--- config.mk ---
export PLATFORM = sky130hd
export DESIGN_NAME = spbm_cfg
export DESIGN_NICKNAME = d
export VERILOG_FILES = /design/src/sv/spbm_pkg.sv /design/src/sv/spbm_cfg.sv
export SDC_FILE = /design/constraint.sdc
export NUM_CORES = 1
export LEC_CHECK = 0
export BUFFER_PORTS_ARGS = -buffer_cell sky130_fd_sc_hd__buf_2
export CORE_MARGIN = 4
export CORE_UTILIZATION = 49
export DETAILED_ROUTE_END_ITERATION = 8
export PLACE_DENSITY = 0.84
export SYNTH_ARGS = -nofsm -noshare
export SYNTH_HDL_FRONTEND = slang
export SYNTH_SLANG_ARGS = --single-unit
--- constraint.sdc ---
create_clock -name clk -period 3.7 [get_ports clk]
set_input_delay 1.11 -clock clk [delete_from_list [all_inputs] [get_ports clk]]
set_output_delay 1.11 -clock clk [all_outputs]
set_load 0.02 [all_outputs]
--- src/sv/spbm_pkg.sv ---
// ----------------------------------------------------------------------------
// spbm_pkg
// Shared types, fixed-point constants and multiplier operand codes for the
// spring bar peak hold meter.
// ----------------------------------------------------------------------------
package spbm_pkg;

  localparam int FRAC_BITS = 16;
  localparam int ONE       = 1 << FRAC_BITS;
  localparam int HALF      = 1 << (FRAC_BITS - 1);
  localparam int K_SIX     = ((6 << FRAC_BITS) + 5) / 10;
  localparam int K_TAIL    = ((22 << FRAC_BITS) + 50) / 100;
  localparam int TAIL_CAP  = ONE / 4;
  localparam int SPRING_K  = 576;
  localparam int DAMP_K    = 48;

  localparam int ADDR_W = 4;
  localparam int DATA_W = 32;

  localparam logic [1:0] REG_BOUNCE = 2'd0;
  localparam logic [1:0] REG_STEP   = 2'd1;
  localparam logic [1:0] REG_HOLD   = 2'd2;
  localparam logic [1:0] REG_GRAV   = 2'd3;

  localparam logic [16:0] BOUNCE_RST = 17'd39322;
  localparam logic [15:0] STEP_RST   = 16'd1049;
  localparam logic [23:0] HOLD_RST   = 24'd22938;
  localparam logic [23:0] GRAV_RST   = 24'd161817;

  typedef logic [2:0] mul_sel_t;
  localparam mul_sel_t MUL_ZETA = 3'd0;
  localparam mul_sel_t MUL_DAMP = 3'd1;
  localparam mul_sel_t MUL_ACC  = 3'd2;
  localparam mul_sel_t MUL_VEL  = 3'd3;
  localparam mul_sel_t MUL_GRAV = 3'd4;
  localparam mul_sel_t MUL_PEAK = 3'd5;
  localparam mul_sel_t MUL_TAIL = 3'd6;

  typedef struct packed {
    logic [16:0] bounce;
    logic [15:0] step;
    logic [23:0] hold;
    logic [23:0] grav;
  } cfg_t;

  typedef struct packed {
    logic     ld_in;
    logic     mul_en;
    mul_sel_t mul_sel;
    logic     ld_spr;
    logic     ld_zeta;
    logic     ld_acc;
    logic     ld_vel;
    logic     ld_bar;
    logic     ld_hold;
    logic     ld_pv;
    logic     ld_drop;
    logic     ld_snap;
    logic     ld_out;
  } cmd_t;

  typedef struct packed {
    logic follow;
    logic expired;
  } status_t;

endpackage

--- src/sv/spbm_cfg.sv ---
// ----------------------------------------------------------------------------
// spbm_cfg
// Register file behind the APB-style configuration port.
// ----------------------------------------------------------------------------
module spbm_cfg (
  input  logic                         clk,
  input  logic                         rst,
  input  logic                         psel,
  input  logic                         penable,
  input  logic                         pwrite,
  input  logic [spbm_pkg::ADDR_W-1:0]  paddr,
  input  logic [spbm_pkg::DATA_W-1:0]  pwdata,
  output logic [spbm_pkg::DATA_W-1:0]  prdata,
  output logic                         pready,
  output spbm_pkg::cfg_t               cfg
);
  import spbm_pkg::*;

  logic [1:0] idx;
  logic       wr;

  assign idx    = paddr[3:2];
  assign pready = 1'b1;
  assign wr     = psel && penable && pwrite;

  always_ff @(posedge clk) begin
    if (rst) begin
      cfg.bounce <= BOUNCE_RST;
      cfg.step   <= STEP_RST;
      cfg.hold   <= HOLD_RST;
      cfg.grav   <= GRAV_RST;
    end else if (wr) begin
      case (idx)
        REG_BOUNCE: cfg.bounce <= pwdata[16:0];
        REG_STEP:   cfg.step   <= pwdata[15:0];
        REG_HOLD:   cfg.hold   <= pwdata[23:0];
        REG_GRAV:   cfg.grav   <= pwdata[23:0];
        default: ;
      endcase
    end
  end

  always_comb begin
    case (idx)
      REG_BOUNCE: prdata = {15'b0, cfg.bounce};
      REG_STEP:   prdata = {16'b0, cfg.step};
      REG_HOLD:   prdata = {8'b0, cfg.hold};
      REG_GRAV:   prdata = {8'b0, cfg.grav};
      default:    prdata = '0;
    endcase
  end

endmodule

==> impl_metrics.json, run 1 <==
{
  "die_area_sq_um": 9420,
  "wire_per_inst_um": 15.9,
  "rsz0062_at_grt": "false",
  "grt_pass1_vias": 3052,
  "synthToLayoutAreaGrowth_pct": 23.9,
  "gr-usage-all-layers_pct": 19.6,
  "gr-usage-met2_pct": 33.4,
  "hold_start": "cfg[59]",
  "power_leakage_nw": 2.33,
  "ys.warnings.count": 0,
  "largest_register_ffs": 81,
  "drt_iter0_markers": 85,
  "clk_pin_slew_ns": 0.08,
  "ir_drop_uv": 203,
  "setup_slack_ns": 0.267,
  "row_count": 32,
  "post-route-period-util_pct": 92.8,
  "cts_hold_buf": 0,
  "routed_wl_mm": 9.34,
  "seq_area_frac_synth_pct": 41.7,
  "dp_hpwl_mm": 6.66,
  "drive_above_1_share_pct": 36.9,
  "arrival_ns": 2.32,
  "worst_pin_slew_ns": 0.746,
  "status": "complete, no violations",
  "pin_count": 155,
  "critPathKind": "in -> out",
  "io_buffers": 135,
  "cp-startpoint": "paddr[2]",
  "fin_nets": 522,
  "drc_errors": 0,
  "cts.sinks": 81,
  "power.density_nw_per_um2": 389,
  "gr-max-usage-layer": "met2",
  "ys_ff_latch": 81,
  "globalplace.congestion": 0.718,
  "reg_top3": "cfg: 81 flops",
  "synth.avg_cell_area_sq_um": 10.9,
  "setup_viol": 0,
  "synth_area_leaders": "dfxtp_1, mux2i_1, nand2b_1",
  "dieHeight_um": 97.1,
  "synthesis.area_sq_um": 3890,
  "met3_usage_pct": 6.10,
  "drtPass1Iterations": 4,
  "totalNegativeSetupSlack_ns": 0,
  "hold_path.class": "reg -> reg",
  "place_ws_ns": 0.252,
  "cts_root_buffer": "clkbuf_8",
  "relSlewSlack_pct": 50.1,
  "clock_latency_ns": 0.33,
  "antenna_found_initial": 0,
  "power_switching_share_pct": 22.7,
  "hold_violations": 0,
  "postCtsSetupBuffers": 0,
  "switchingPower_mw": 0.425,
  "p_seq_share_pct": 47.6,
  "final_area_sq_um": 4820,
  "postCtsResizedCells": 0,
  "htreeDepth": 3,
  "grt_max_degree": 62,
  "synth_top_area_cell": "dfxtp_1",
  "initial_core_util_pct": 50.3,
  "p_int_mw": 1.45,
  "grt_pass1_wl_mm": 15.2,
  "worstPathMaxFanout": 15,
  "numCtsBuffers": 9,
  "finalCriticalPeriod_ns": 3.43,
  "drt-vias-per-instance": 5.14,
  "fin_skew_ns": 0,
  "dr_total_vias": 3019,
  "fin_cells": 587,
  "drv_slew": 0,
  "cts_tree": "yes",
  "endpoint_kind": "output pin",
  "dp_cells": 572,
  "final_antenna_net_count": 0,
  "critPathRequiredTime_ns": 2.59,
  "synthCells": 356,
  "synth_cell_types": 23,
  "core_sq_um": 7730,
  "die_width_um": 97.1,
  "grt_overflow": 0,
  "p_comb_share_pct": 10.2,
  "clk_path_buf_depth": 2,
  "r2r-start": "cfg[79]",
  "max_flop_register": "cfg",
  "p_clk_share_pct": 42.2,
  "max_clock_freq_mhz": 291,
  "netlist.area_leader.share_pct": 41.7,
  "critPathLaunchType": "input port",
  "place_area_sq_um": 4570,
  "cap_violations": 0,
  "antenna_cells": 0,
  "holdWs_ns": 0.486,
  "grt_use_met1_pct": 24.6
}
[power by group through the flow]
stage                     logic, mW  clock network (mW)  registers (mW)
after global placement        0.187                   0           0.911
after detailed placement      0.192                   0           0.912
after CTS                     0.193               0.806           0.891
after floorplan               0.127                   0           0.924
after global routing          0.206               0.842           0.893
final                         0.191               0.790           0.891
[per-layer routing]
layer  wire (um)  share of wire [%]
met5           0                  0
met4          50               0.54
met3         633                6.8
met2        4600                 49
met1        4060                 43
[cell usage in the layout (no fill, tap or decap), drive strengths merged]
cell    count
nand2       1
conb        9
mux4       16
a211o       1
buf       142
nor2       40
a22o        1
nor3b       2
a21boi      1
nand3       2
mux2        1
and3        1
clkbuf     11
nand3b      2
mux2i      87
inv         1
nor2b       7
bufinv      3
dfxtp      81
nand2b     75
nor3        1
[cells by family after synthesis]
family                 count (synthesis)  share of synthesized area (%)
AO/OA/AOI/OAI                          3                          0.644
multiplexers                         104                           32.0
other                                  2                          0.193
AND/OR/NAND/NOR                      131                           19.3
buffers and inverters                 35                           6.15
flip-flops                            81                           41.7
[final cells by class]
class                   instances  area (sq um)
clock buffers                  11           151
repair buffers                142           753
fillers                       640          2910
flip-flops and latches         81          1620
multi-input cells             247          2060
well taps                     102           128
clock inverters                 4          98.8
[metrics by stage]
step	power, mW	utilization (%)
finish	1.87	62.3
global route	1.94	62.3
CTS	1.89	62.3
detailed placement	1.10	59.1
global placement	1.10	59.1
floorplan	1.05	-
[Yosys cell counts (all sizes together)]
library cell  number
nor3b              2
dfxtp             81
conb               2
a22o               1
a211o              1
nor2b              7
mux2               1
nor3               1
nand3              2
buf               29
a21boi             1
nand2              1
mux4              16
nand3b             2
mux2i             87
clkbuf             6
nor2              40
and3               1
nand2b            75
[path summary, 6_finish.rpt]
| kind | end | slack, ns | cells past startpoint |
|---|---|---|---|
| worst max-delay path | prdata[16] | 0.27 | 5 |
| worst min-delay path | cfg[59] | 0.49 | 2 |
| worst max register to register | cfg[79] | 2.86 | 2 |
| worst min register to register | cfg[59] | 0.49 | 2 |
[critical path: stages]
cell    delay, ns
buf_2        0.42
buf_4        0.27
nor2_1       0.09
a22o_1       0.26
buf_2        0.16
Power figures use the tool's default switching activity.
==> run 2: changes to the inputs <==
CORE_ASPECT_RATIO = 1.4   (was unset)
==> impl_metrics.json, run 2 (synthesis gave the netlist of run 1 again) <==
{
  "dp_hpwl_mm": 6.52,
  "antenna_cells": 0,
  "cap_violations": 0,
  "worstPathMaxFanout": 16,
  "gr-usage-all-layers_pct": 20.1,
  "cts.sinks": 81,
  "reg_top3": "cfg: 81 flops",
  "power_leakage_nw": 2.33,
  "drt_iter0_markers": 148,
  "clk_pin_slew_ns": 0.08,
  "largest_register_ffs": 81,
  "numCtsBuffers": 9,
  "worst_pin_slew_ns": 0.736,
  "rsz0062_at_grt": "false",
  "cpMostUsedCell": "buf_2",
  "fin_skew_ns": 0,
  "arrival_ns": 2.32,
  "wire_per_inst_um": 15.7,
  "clk_path_buf_depth": 2,
  "drc_errors": 0,
  "cpPeakStageDelay_ns": 0.42,
  "crit_chain": "buf_2, buf_4, mux4_2, buf_2",
  "ff2ff_path_depth": 2,
  "routed_wl_mm": 9.21,
  "finalCriticalPeriod_ns": 3.43,
  "drtPass1Iterations": 4,
  "final_area_sq_um": 4810,
  "finalPower_mw": 1.86,
  "final_antenna_net_count": 0,
  "antenna_found_initial": 0,
  "grt_overflow": 0,
  "worst_r2r_endpoint": "cfg[79]",
  "rrSetupSlack_ns": 2.86,
  "critPathLaunchType": "input port",
  "crit_cells": 4,
  "critPathKind": "in -> out",
  "clock_latency_ns": 0.35,
  "die_width_um": 83.3,
  "final_util_pct": 62.1,
  "critPathRequiredTime_ns": 2.59,
  "place_area_sq_um": 4570,
  "fillers": 648,
  "post-route-period-util_pct": 92.7,
  "pin_count": 155,
  "hold_violations": 0,
  "cts_hold_buf": 0,
  "cts_tree": "yes",
  "cts_root_buffer": "clkbuf_8",
  "setup_viol": 0,
  "core_sq_um": 7750,
  "cpMaxStageDelayCell": "buf_2",
  "synthToLayoutAreaGrowth_pct": 23.8,
  "max_flop_register": "cfg",
  "cp-startpoint": "paddr[2]",
  "grt_pass1_wl_mm": 15.2,
  "relSlewSlack_pct": 50.8,
  "ir_drop_uv": 245,
  "fin_nets": 523,
  "postCtsResizedCells": 0,
  "endpoint_kind": "output pin",
  "status": "complete, no violations",
  "totalNegativeSetupSlack_ns": 0,
  "drv_slew": 0,
  "htreeDepth": 3,
  "initial_core_util_pct": 50.2,
  "drt-vias-per-instance": 5.15,
  "endpoint": "prdata[10]",
  "drive_above_1_share_pct": 37.2,
  "grt_max_degree": 116,
  "cp_top_family": "buffers and inverters",
  "postCtsSetupBuffers": 0,
  "power.density_nw_per_um2": 386,
  "hold_path.class": "reg -> reg",
  "final_cell_mix": "buf_2, mux2i_1, dfxtp_1",
  "max_clock_freq_mhz": 292,
  "globalplace.congestion": 0.764,
  "final_common_cell": "buf_2",
  "io_buffers": 135,
  "worst-path-buf-inv": 3,
  "die_area_sq_um": 9440,
  "row_count": 38,
  "grt_pass1_vias": 3029,
  "dieHeight_um": 113,
  "r2r-start": "cfg[79]",
  "dr_total_vias": 3021
}
## run 2: where the power goes
group          internal, mW  switching [mW]
Sequential            0.882         0.00887
Clock                 0.463           0.315
Combinational        0.0809           0.110
Total                  1.43           0.434
## run 2: layout make-up
type | instances | area, sq um | area share, %
well taps | 100 | 125 | 2.60
multi-input cells | 247 | 2060 | 42.9
clock buffers | 10 | 138 | 2.86
clock inverters | 6 | 105 | 2.18
repair buffers | 143 | 761 | 15.8
flip-flops and latches | 81 | 1620 | 33.7
## run 2: per-stage QoR
| stage | hold slack (ns) | instances | setup slack, ns |
|---|---|---|---|
| final | 0.493 | 587 | 0.272 |
| after global routing | 0.519 | 587 | 0.209 |
| after CTS | 0.497 | 587 | 0.272 |
| after detailed placement | 0.480 | 571 | 0.272 |
| after global placement | 0.465 | 571 | 0.282 |
| after floorplan | 0.555 | 363 | 0.704 |
## run 2: tightest hold or removal path: stages, from the launching register on
cell	delay, ns
dfxtp_1	0.32
nand2b_1	0.07
mux2i_1	0.06
## run 2: worst min path at each step
stage               startpoint      end  slack [ns]  cells past startpoint
floorplan              cfg[53]  cfg[53]        0.55                      2
global placement       cfg[60]  cfg[60]        0.46                      2
detailed placement     cfg[39]  cfg[39]        0.48                      2
CTS                    cfg[69]  cfg[69]        0.50                      2
global route           cfg[69]  cfg[69]        0.52                      2
finish                 cfg[10]  cfg[10]        0.49                      2
## run 2: layer usage
| layer | vias up | global-route usage [%] | routed length (um) |
|---|---|---|---|
| li1 | 1445 | - | - |
| met1 | 1423 | 23.6 | 3670 |
| met2 | 127 | 34.0 | 4590 |
| met3 | 26 | 5.35 | 671 |
| met4 | 0 | 9.60 | 284 |
| met5 | - | 0 | 0 |
