### src/sv/spbm_pkg.sv
// ----------------------------------------------------------------------------
// spbm_pkg
// Shared types, fixed-point constants and multiplier operand codes for the
// spring bar peak hold meter.
// ----------------------------------------------------------------------------
package spbm_pkg;

  localparam int FRAC_BITS = 16;
  localparam int ONE       = 1 << FRAC_BITS;
  localparam int HALF      = 1 << (FRAC_BITS - 1);
  localparam int K_SIX     = ((6 << FRAC_BITS) + 5) / 10;
  localparam int K_TAIL    = ((22 << FRAC_BITS) + 50) / 100;
  localparam int TAIL_CAP  = ONE / 4;
  localparam int SPRING_K  = 576;
  localparam int DAMP_K    = 48;

  localparam int ADDR_W = 4;
  localparam int DATA_W = 32;

  localparam logic [1:0] REG_BOUNCE = 2'd0;
  localparam logic [1:0] REG_STEP   = 2'd1;
  localparam logic [1:0] REG_HOLD   = 2'd2;
  localparam logic [1:0] REG_GRAV   = 2'd3;

  localparam logic [16:0] BOUNCE_RST = 17'd39322;
  localparam logic [15:0] STEP_RST   = 16'd1049;
  localparam logic [23:0] HOLD_RST   = 24'd22938;
  localparam logic [23:0] GRAV_RST   = 24'd161817;

  typedef logic [2:0] mul_sel_t;
  localparam mul_sel_t MUL_ZETA = 3'd0;
  localparam mul_sel_t MUL_DAMP = 3'd1;
  localparam mul_sel_t MUL_ACC  = 3'd2;
  localparam mul_sel_t MUL_VEL  = 3'd3;
  localparam mul_sel_t MUL_GRAV = 3'd4;
  localparam mul_sel_t MUL_PEAK = 3'd5;
  localparam mul_sel_t MUL_TAIL = 3'd6;

  typedef struct packed {
    logic [16:0] bounce;
    logic [15:0] step;
    logic [23:0] hold;
    logic [23:0] grav;
  } cfg_t;

  typedef struct packed {
    logic     ld_in;
    logic     mul_en;
    mul_sel_t mul_sel;
    logic     ld_spr;
    logic     ld_zeta;
    logic     ld_acc;
    logic     ld_vel;
    logic     ld_bar;
    logic     ld_hold;
    logic     ld_pv;
    logic     ld_drop;
    logic     ld_snap;
    logic     ld_out;
  } cmd_t;

  typedef struct packed {
    logic follow;
    logic expired;
  } status_t;

endpackage

### src/sv/spbm_ctrl.sv
// ----------------------------------------------------------------------------
// spbm_ctrl
// Sequencer: steps one transaction through the shared multiplier and owns
// both handshakes.
// ----------------------------------------------------------------------------
module spbm_ctrl (
  input  logic              clk,
  input  logic              rst,
  input  logic              sample_valid,
  output logic              sample_stall,
  output logic              meter_valid,
  input  logic              meter_stall,
  input  spbm_pkg::status_t status,
  output spbm_pkg::cmd_t    cmd
);
  import spbm_pkg::*;

  localparam logic [4:0] S_IDLE = 5'd0;
  localparam logic [4:0] S_ZMUL = 5'd1;
  localparam logic [4:0] S_ZETA = 5'd2;
  localparam logic [4:0] S_DMUL = 5'd3;
  localparam logic [4:0] S_ACC  = 5'd4;
  localparam logic [4:0] S_AMUL = 5'd5;
  localparam logic [4:0] S_VEL  = 5'd6;
  localparam logic [4:0] S_VMUL = 5'd7;
  localparam logic [4:0] S_BAR  = 5'd8;
  localparam logic [4:0] S_HOLD = 5'd9;
  localparam logic [4:0] S_GMUL = 5'd10;
  localparam logic [4:0] S_PV   = 5'd11;
  localparam logic [4:0] S_PMUL = 5'd12;
  localparam logic [4:0] S_DROP = 5'd13;
  localparam logic [4:0] S_SNAP = 5'd14;
  localparam logic [4:0] S_TMUL = 5'd15;
  localparam logic [4:0] S_TAIL = 5'd16;

  logic [4:0] state;
  logic [4:0] state_next;
  logic       out_free;

  assign sample_stall = (state != S_IDLE);
  assign out_free     = !meter_valid || !meter_stall;

  always_comb begin
    state_next = state;
    cmd        = '0;
    case (state)
      S_IDLE: begin
        if (sample_valid) begin
          cmd.ld_in  = 1'b1;
          state_next = S_ZMUL;
        end
      end
      S_ZMUL: begin
        cmd.mul_en  = 1'b1;
        cmd.mul_sel = MUL_ZETA;
        cmd.ld_spr  = 1'b1;
        state_next  = S_ZETA;
      end
      S_ZETA: begin
        cmd.ld_zeta = 1'b1;
        state_next  = S_DMUL;
      end
      S_DMUL: begin
        cmd.mul_en  = 1'b1;
        cmd.mul_sel = MUL_DAMP;
        state_next  = S_ACC;
      end
      S_ACC: begin
        cmd.ld_acc = 1'b1;
        state_next = S_AMUL;
      end
      S_AMUL: begin
        cmd.mul_en  = 1'b1;
        cmd.mul_sel = MUL_ACC;
        state_next  = S_VEL;
      end
      S_VEL: begin
        cmd.ld_vel = 1'b1;
        state_next = S_VMUL;
      end
      S_VMUL: begin
        cmd.mul_en  = 1'b1;
        cmd.mul_sel = MUL_VEL;
        state_next  = S_BAR;
      end
      S_BAR: begin
        cmd.ld_bar = 1'b1;
        state_next = S_HOLD;
      end
      S_HOLD: begin
        cmd.ld_hold = 1'b1;
        if (!status.follow && status.expired) begin
          state_next = S_GMUL;
        end else begin
          state_next = S_TMUL;
        end
      end
      S_GMUL: begin
        cmd.mul_en  = 1'b1;
        cmd.mul_sel = MUL_GRAV;
        state_next  = S_PV;
      end
      S_PV: begin
        cmd.ld_pv  = 1'b1;
        state_next = S_PMUL;
      end
      S_PMUL: begin
        cmd.mul_en  = 1'b1;
        cmd.mul_sel = MUL_PEAK;
        state_next  = S_DROP;
      end
      S_DROP: begin
        cmd.ld_drop = 1'b1;
        state_next  = S_SNAP;
      end
      S_SNAP: begin
        cmd.ld_snap = 1'b1;
        state_next  = S_TMUL;
      end
      S_TMUL: begin
        cmd.mul_en  = 1'b1;
        cmd.mul_sel = MUL_TAIL;
        state_next  = S_TAIL;
      end
      S_TAIL: begin
        if (out_free) begin
          cmd.ld_out = 1'b1;
          state_next = S_IDLE;
        end
      end
      default: state_next = S_IDLE;
    endcase
  end

  always_ff @(posedge clk) begin
    if (rst) begin
      state       <= S_IDLE;
      meter_valid <= 1'b0;
    end else begin
      state       <= state_next;
      meter_valid <= cmd.ld_out || (meter_valid && meter_stall);
    end
  end

endmodule

### config.mk
export PLATFORM = sky130hd
export DESIGN_NAME = spbm_ctrl
export DESIGN_NICKNAME = d
export VERILOG_FILES = /design/src/sv/spbm_pkg.sv /design/src/sv/spbm_ctrl.sv
export SDC_FILE = /design/constraint.sdc
export NUM_CORES = 1
export LEC_CHECK = 0
export BUFFER_PORTS_ARGS = -buffer_cell sky130_fd_sc_hd__clkbuf_2
export CAP_MARGIN = 5
export CORE_AREA = 2 2 39 41
export CTS_CLUSTER_DIAMETER = 100
export DETAILED_ROUTE_END_ITERATION = 7
export DIE_AREA = 0 0 41 43
export GPL_TIMING_DRIVEN = 0
export PLACE_DENSITY = 0.61
export RECOVER_POWER = 25
export SLEW_MARGIN = 20
export SYNTH_ARGS = -nofsm -noshare
export SYNTH_HDL_FRONTEND = slang
export SYNTH_SLANG_ARGS = --single-unit
### constraint.sdc
create_clock -name clk -period 1.95 [get_ports clk]
set_clock_uncertainty 0.1 [all_clocks]
set_input_delay 0.39 -clock clk [delete_from_list [all_inputs] [get_ports clk]]
set_output_delay 0.39 -clock clk [all_outputs]
set_load 0.1 [all_outputs]
==> results of run 1 <==
-- final cells by class --
cell class | count | area (µm²)
Timing Repair Buffer | 25 | 345
Multi-Input combinational cell | 49 | 483
Clock buffer | 3 | 22.5
Tap cell | 16 | 20.0
Fill cell | 92 | 329
Inverter | 1 | 3.75
Sequential cell | 6 | 125
Buffer | 5 | 55.1
-- layout by cell type (no fill, tap or decap), drive strengths merged --
cell     n
or2b     1
or3b     1
and3     1
or3      1
o41ai    1
a21oi    4
buf     12
inv      1
nor3     8
nor3b    2
nand3    3
a211o    1
dfxtp    6
nor2     8
nor2b    1
xor2     1
nand2b   4
nor4     1
o22ai    1
xnor2    1
clkbuf  21
nand2    4
o32ai    1
or2      1
o22a     1
nand3b   1
a31oi    1
-- logic make-up (layout without fill, tap and decap cells) --
family	count (synthesis)	count (layout)	share of synthesized area
and+or+nand+nor	37	37	0.449
buffers and inverters	6	34	0.0852
xor gates and xnor gates	2	2	0.0398
AOI/OAI and AO/OA	10	10	0.153
DFF	6	6	0.273
-- cell usage after synthesis --
cell type | instances | area [µm²]
a211o_1 | 1 | 8.76
a21oi_1 | 4 | 20.0
a31oi_1 | 1 | 6.26
and3_1 | 1 | 6.26
buf_1 | 1 | 3.75
buf_6 | 2 | 22.5
clkbuf_1 | 2 | 7.51
dfxtp_1 | 6 | 120
inv_1 | 1 | 3.75
nand2_1 | 4 | 15.0
nand2b_1 | 4 | 25.0
nand3_1 | 3 | 15.0
nand3b_1 | 1 | 7.51
nor2_1 | 8 | 30.0
nor2b_1 | 1 | 6.26
nor3_1 | 8 | 40.0
nor3b_1 | 2 | 15.0
nor4_1 | 1 | 6.26
o22a_1 | 1 | 8.76
o22ai_1 | 1 | 6.26
o32ai_1 | 1 | 8.76
o41ai_1 | 1 | 8.76
or2_2 | 1 | 6.26
or2b_1 | 1 | 7.51
or3_1 | 1 | 6.26
or3b_4 | 1 | 11.3
xnor2_1 | 1 | 8.76
xor2_1 | 1 | 8.76
-- worst register-to-register path, stage by stage, from the launching register on --
cell and delay [ns]:
dfxtp_2 0.32, buf_6 0.11, or3b_4 0.44, a211o_1 0.27, a21oi_1 0.14
-- power by group --
| group | internal, mW | switching [mW] | leakage [nW] |
|---|---|---|---|
| Clock | 0.0694 | 0.0421 | 0.0138 |
| Combinational | 0.162 | 0.284 | 0.310 |
| Sequential | 0.132 | 0.00657 | 0.0506 |
| Total | 0.364 | 0.333 | 0.374 |
-- worst paths after layout --
check                   start          end  slack [ns]
setup / recovery     state[0]       cmd[9]       -0.08
hold reg to reg   meter_valid  meter_valid        0.45
setup reg to reg     state[0]     state[0]        0.49
hold / removal            rst     state[2]        0.29
-- routing by layer --
metal | wire [µm] | vias to the layer above | part of all wire | track usage
met2 | 832 | 17 | 0.51 | 0.334
met1 | 716 | 285 | 0.44 | 0.271
met5 | 0 | - | 0 | 0
met4 | 0 | 0 | 0 | 0
met3 | 86 | 0 | 0.053 | 0.105
li1 | - | 275 | - | -
-- per-stage QoR --
step	total power, mW	util	cells	setup TNS, ns
3_3_place_gp	0.486	0.548	99	-0.178
3_5_place_dp	0.487	0.548	99	-0.200
4_1_cts	0.681	0.735	104	-0.130
2_1_floorplan	0.443	-	61	-0.537
5_1_grt	0.726	0.762	105	-0.608
6_report	0.696	0.762	105	-0.149
-- state kept, by name (all words and copies together), names as in the netlist --
signal and count:
meter_valid 1, state 5
-- timing repair --
item,CTS,global route
setup endpoints to repair,16,15
resized for setup,45,13
pin swaps,1,4
cloned,1,0
buffers inserted,1,1
==> summary.md, run 1 <==
| Metric | Value |
|---|---|
| DRC errors left | 0 |
| Skew-Pair Late Insertion Delay | 0.24 ns |
| Final period util | 1.04 |
| Initial antenna violation count | 0 |
| H-tree levels | 1 |
| VDD IR max | about 0.44 mV |
| Nets | 97 |
| Vias in the first global route | between 500 and 600 |
| Boundary pin count | 23 |
| CTS tree | yes |
| Slew @ Worst Pin | around 0.54 ns |
| Die width | between 40 and 50 µm |
| CTS clk-pin slew, worst paths | approximately 0.040 ns |
| Failing checks | setup timing |
| Count of state elements after synthesis | 6 |
| Max incr delay on CP | about 0.44 ns |
| DRT iter0 DRCs | 9 |
| Cell count of the worst reg-to-reg path | 4 |
| Endpoints failing setup | 6 |
| CP Max Fanout | 5 |
| Mean post-synth cell area | between 7 and 8 µm² |
| Num CTS Buffers | 3 |
| Number of distinct library cells after synthesis | 28 |
| Hold crit path type | in2reg |
| Hold Path Stages | 2 |
| Pre-CTS WS | -0.0952 ns |
| Outcome | complete, but fails checks |
| Sequential element share of the synthesized area | 0.273 |
| Die Height | about 43 µm |
| Worst Path Required | about 1.5 ns |
| Final hold slack | around 0.3 ns |
| Slowest stage cell, crit path | or3b_4 |
| DP HPWL | between 900 and 1000 µm |
| Post-synthesis cell area | 440 µm² |
| Worst Slack Setup Final | -0.0765 ns |
| # hold bufs at CTS | 0 |
| Fraction of layout cells with a size suffix above 1 | 0.708 |
| Antenna Cells | 0 |
| FMAX | 493 MHz |
| Post-route ant nets | 0 |
| Routability cong. | between 0.7 and 0.8 |
| Critical path cell sequence | buf_6 > or3b_4 > nor3_4 > clkbuf_16 |
| RSZ-0062 raised after global routing | true |
| Crit path arrival time | 1.54 ns |
| Critical Path Sink Type | primary output |
| Critical path buffers and inverters | 2 |
| Row count | 14 |
| Vias per inst | approximately 5.5 |
| Synth warn | 0 |
| Top delay family on crit path | simple AND/OR/NAND/NOR gates |
| GRT Resource Usage Total | 0.212 |
| Area grow syn2layout | 139% |
| Initial Util | 0.318 |
| Crit path kind | reg2out |
| Post-Route WL | ~1600 µm |
| Cell count along the critical path | 4 |
| Maxcap violations | 0 |
| Clock root cell | clkbuf_4 |
| WL per Instance | between 15 and 20 µm |
| Syn_nets | 67 |
| Final Hold Fails | 0 |
| Largest net degree at the start of global routing | 11 |
| # clock sinks | 6 |
| Slew Limit Fails | 0 |
| PD cells | 660 mW/mm² |
| TritonRoute pass-1 iters | 4 |
| Buffer levels on the longest clock path | 2 |
| Crit start category | flip-flop |
| Cell Area, Placed | 758 µm² |
| Gr ovfl total | 0 |
| Worst slew margin | 0.642 |
| Post-route cell area | between 0.001 and 0.0015 mm² |
| Die area | ~0.0018 mm² |
| Core area | about 0.0014 mm² |
| Global-route wire length before repair | roughly 2600 µm |
| IO Port Bufs | 22 |
| Tmin final | a little over 2 ns |
| Synthesized instance count | between 60 and 70 |
| Via count | a little under 600 |
| LEAKAGE | 0.374 nW |
Power figures use the tool's default switching activity.
==> run 2, diff against run 1 <==
- CAP_MARGIN: 5 -> 20
- CELL_PAD_IN_SITES_DETAIL_PLACEMENT: unset -> 1
- CELL_PAD_IN_SITES_GLOBAL_PLACEMENT: unset -> 1
- CORE_AREA: 2 2 39 41 -> unset
- CORE_UTILIZATION: unset -> 28
- DIE_AREA: 0 0 41 43 -> unset
- PLACE_DENSITY: 0.61 -> 0.73
==> run 2 against run 1 <==
  * The run now fails in global routing
  * Synthesized area unchanged
  * Synthesized cell count unchanged
==> summary.md, run 2 <==
| Metric | Value |
|---|---|
| Worst ep type | primary output |
| Buffer levels on the longest clock path | 2 (unchanged) |
| Synth top area share | 0.273 (unchanged) |
| Largest net degree at the start of global routing | 11 |
| Placed Cells | 98 (-1.0%) |
| Halt point of the flow | global routing |
| Synthesized instance count | 61 (unchanged) |
| DP HPWL | 1130 µm (+16%) |
| # hold bufs at CTS | 0 (unchanged) |
| Outcome | aborted with a tool error |
| Initial antenna violation count | 0 |
| H-tree levels | 1 (unchanged) |
| Post-synthesis cell area | 440 µm² (unchanged) |
| Count of state elements after synthesis | 6 (unchanged) |
| Mean post-synth cell area | 7.22 µm² (unchanged) |
| Row count | 13 (-1) |
| Routability cong. | 0.748 (-5.9%) |
| Initial Util | 0.319 (about the same) |
| Top post-synthesis cells by area | dfxtp_1, nor3_1, nor2_1 |
| Die Height | 41.7 µm (-3.1%) |
| Number of distinct library cells after synthesis | 28 (unchanged) |
| # clock sinks | 6 (unchanged) |
| Number of synthesized flops with an enable pin | 0 (unchanged) |
| Synth Flop Type | dfxtp_1 |
| Syn_nets | 67 (unchanged) |
| Clock root cell | clkbuf_4 |
| IO Port Bufs | 22 (unchanged) |
| Post-synth top area cell | dfxtp_1 |
| Sequential element share of the synthesized area | 0.273 (unchanged) |
| Post-GRT worst EP | cmd[9] |
| Synth cell count leaders | nor2_1, nor3_1, dfxtp_1 |
| Boundary pin count | 23 (unchanged) |
| Num CTS Buffers | 3 (unchanged) |
| Async SR Flop Fraction | 0 (unchanged) |
| Synth warn | 0 (unchanged) |
| First Err | [ERROR DPL-0033] detailed placement checks failed during check placement. |
| Die width | 41.7 µm (+1.6%) |
[run 2: cell counts after synthesis]
Identical to the previous run, type by type.
[run 2: cells by family after synthesis]
logic type             synth area share
AO/OA/AOI/OAI                     0.153
XOR/XNOR                         0.0398
buffers and inverters            0.0852
flip-flops                        0.273
AND/OR/NAND/NOR                   0.449
[run 2: timing repair]
item / in CTS
buffers inserted: 4
setup endpoints to repair: 16
pin swaps: 3
endpoints found under the hold margin: 0
resized for setup: 45
[run 2: stage by stage]
step | utilization | setup TNS, ns | hold WS (ns) | cell area, µm² | worst slack [ns]
2_1_floorplan | - | -0.537 | 0.359 | 628 | -0.169
3_3_place_gp | 0.548 | -0.156 | 0.437 | 757 | -0.0826
3_5_place_dp | 0.548 | -0.264 | 0.458 | 757 | -0.110
4_1_cts | 0.760 | -0.196 | 0.293 | 1050 | -0.0772
==> run 3, diff against run 2 <==
- CELL_PAD_IN_SITES_DETAIL_PLACEMENT: 1 -> unset
- CELL_PAD_IN_SITES_GLOBAL_PLACEMENT: 1 -> unset
- CORE_AREA: unset -> 2 2 63 65
- CORE_UTILIZATION: 28 -> unset
- CTS_CLUSTER_DIAMETER: 100 -> unset
- DIE_AREA: unset -> 0 0 65 67
- PLACE_DENSITY: 0.73 -> unset
- PLACE_DENSITY_LB_ADDON: unset -> 0.15
==> run 3 against run 2 <==
  * The flow now finishes, with violations (setup timing)
==> summary.md, run 3 (synthesis results as in run 1) <==
| Metric | Value |
|---|---|
| Maxcap violations | 0 |
| Vias per inst | around 4.1 |
| Hold worst-path end | state[2] |
| Crit start category | flip-flop |
| # clock sinks | 6 (unchanged) |
| Final Core Density | 0.315 |
| Biggest register | state |
| FMAX | 508 MHz |
| Die area | about 0.0044 mm² |
| DP HPWL | 1210 µm (+7.0%) |
| Failing checks | setup timing |
| Outcome | complete, but fails checks |
| Most frequent cells in the layout | buf_4, clkbuf_16, nor3_4, clkbuf_2, clkbuf_8 |
| Post-route cell area | between 0.001 and 0.0015 mm² |
| VDD IR max | around 0.17 mV |
| Endpoints failing setup | 2 |
| Crit path kind | reg2out |
| IO Port Bufs | 22 (unchanged) |
| Critical path cell sequence | buf_6 > or2_4 > o22a_1 > nor2_4 > clkbuf_16 |
| Slew @ Worst Pin | 0.539 ns |
| Largest register FFs | 5 |
| Tmin final | roughly 2 ns |
| NetSw | between 300 and 400 µW |
| Max incr delay on CP | ~0.32 ns |
| Fraction of layout cells with a size suffix above 1 | 0.696 |
| Cell count of the worst reg-to-reg path | 4 |
| Die Height | 67 µm (+61%) |
| H-tree levels | 1 (unchanged) |
| Initial antenna violation count | 0 |
| Via count | around 570 |
| PD cells | between 600 and 700 mW/mm² |
| LEAKAGE | around 0.40 nW |
| Skew-Pair Late Insertion Delay | ~0.22 ns |
| FF-to-FF Start | state[1] |
| Num CTS Buffers | 3 (unchanged) |
| Critical Path Sink Type | primary output |
| Cell Area, Placed | 798 µm² (+5.5%) |
| Slowest stage cell, crit path | dfxtp_2 |
| Reg power frac | 0.184 |
| GRT Resource Usage Total | 0.0887 |
| DRT iter0 DRCs | 11 |
| DRC errors left | 0 |
| Multi-input gate area | around 500 µm² |
| Reg2reg setup slack | about 0.48 ns |
| Largest net degree at the start of global routing | 11 |
| Final hold slack | between 0.3 and 0.4 ns |
| Antenna Cells | 0 |
| Crit path arrival time | between 1 and 1.5 ns |
| CTS clk-pin slew, worst paths | approximately 0.040 ns |
| Global-route wire length before repair | approximately 2900 µm |
| Top Registers | state x5, meter_valid x1 |
| Post-Route WL | approximately 1800 µm |
| CTS tree | yes |
| Vias in the first global route | ~600 |
| Post-route ant nets | 0 |
| WL per Instance | 13.0 µm |
| Initial Util | 0.122 (-0.196) |
| Hold Path Stages | 2 |
| Final period util | 1.01 |
| Hold Startpoint | rst |
| Buffer levels on the longest clock path | 2 (unchanged) |
| Clock root cell | clkbuf_8 |
| Row count | 22 (+9) |
| Hold crit path type | in2reg |
| Final Hold Fails | 0 |
| CP Max Fanout | 5 |
| Sw Ratio | 0.445 |
| Routability cong. | 0.657 (-12%) |
| Commonest non-fill, non-tap cell in the layout | buf_4 |
| Logic gate share of total power | 0.583 |
| Clock power frac | 0.233 |
| Worst Slack Setup Final | -0.0191 ns |
| Gr ovfl total | 0 |
| Register Area | between 100 and 150 µm² |
| Placed Cells | 131 (+34%) |
| TritonRoute pass-1 iters | 4 |
| Pint | about 440 µW |
| Power Total | just under 800 µW |
| Die width | 65 µm (+56%) |
| Nets | 100 |
| Worst Setup SP | state[1] |
| # hold bufs at CTS | 0 (unchanged) |
| Area grow syn2layout | 158% |
| # fillers | between 300 and 400 |
| RSZ-0062 raised after global routing | true |
| Final Non-Filler Cells | 140 |
| Crit Reg-Reg Endpoint | state[0] |
| Worst Path Required | between 1 and 1.5 ns |
| Slew Limit Fails | 0 |
| Boundary pin count | 23 (unchanged) |
| Worst slew margin | 0.642 |
| Core area | about 0.0036 mm² |
==> run 3: worst max-delay path: cells and delay by family (launching register included) <==
family                 cells  cell delay [ns]
flip-flops                 1             0.32
AND/OR/NAND/NOR            2             0.40
AO/OA/AOI/OAI              1             0.21
buffers and inverters      2             0.32
==> run 3: power by group through the flow <==
stage / combinational (mW) / clock, mW / sequential (mW)
2_1_floorplan: 0.305 / 0 / 0.138
3_3_place_gp: 0.354 / 0 / 0.139
3_5_place_dp: 0.354 / 0 / 0.139
4_1_cts: 0.430 / 0.187 / 0.138
5_1_grt: 0.477 / 0.206 / 0.148
6_report: 0.460 / 0.184 / 0.145
==> run 3: how the worst max path moves through the flow <==
stage,endpoint,slack [ns],cells past startpoint
3_3_place_gp,cmd[13],-0.14,5
2_1_floorplan,cmd[8],-0.17,3
4_1_cts,cmd[9],-0.09,4
5_1_grt,cmd[9],-0.07,4
3_5_place_dp,cmd[13],-0.13,5
6_report,cmd[10],-0.02,5
==> run 3: timing repair <==
action / CTS / global route
endpoints found under the setup margin: 16 / 15
gates resized for setup: 38 / 19
hold endpoints to repair: 0 / 0
pin swaps: 5 / 5
buffers inserted: 5 / 1
gates cloned: 0 / 1
==> run 3: final cells by class <==
| class | count | area share |
|---|---|---|
| clock buffer | 3 | 0.0363 |
| multi-input combinational | 49 | 0.440 |
| buffer | 4 | 0.0484 |
| timing repair buffer | 29 | 0.305 |
| tap | 48 | 0.0528 |
| inverter | 1 | 0.00330 |
| sequential | 6 | 0.114 |
==> run 3: per-stage QoR <==
stage / setup TNS, ns / setup slack [ns]
after global placement: -0.347 / -0.136
final: -0.0327 / -0.0191
after detailed placement: -0.358 / -0.129
after floorplan: -0.537 / -0.169
after CTS: -0.159 / -0.0889
after global routing: -0.227 / -0.0723
==> run 3: routing by layer <==
metal | up-vias | part of all wire | track usage
li1 | 284 | - | -
met4 | 0 | 0 | 0.0160
met1 | 267 | 0.42 | 0.115
met5 | - | 0 | 0
met3 | 0 | 0.051 | 0.0304
met2 | 16 | 0.53 | 0.143
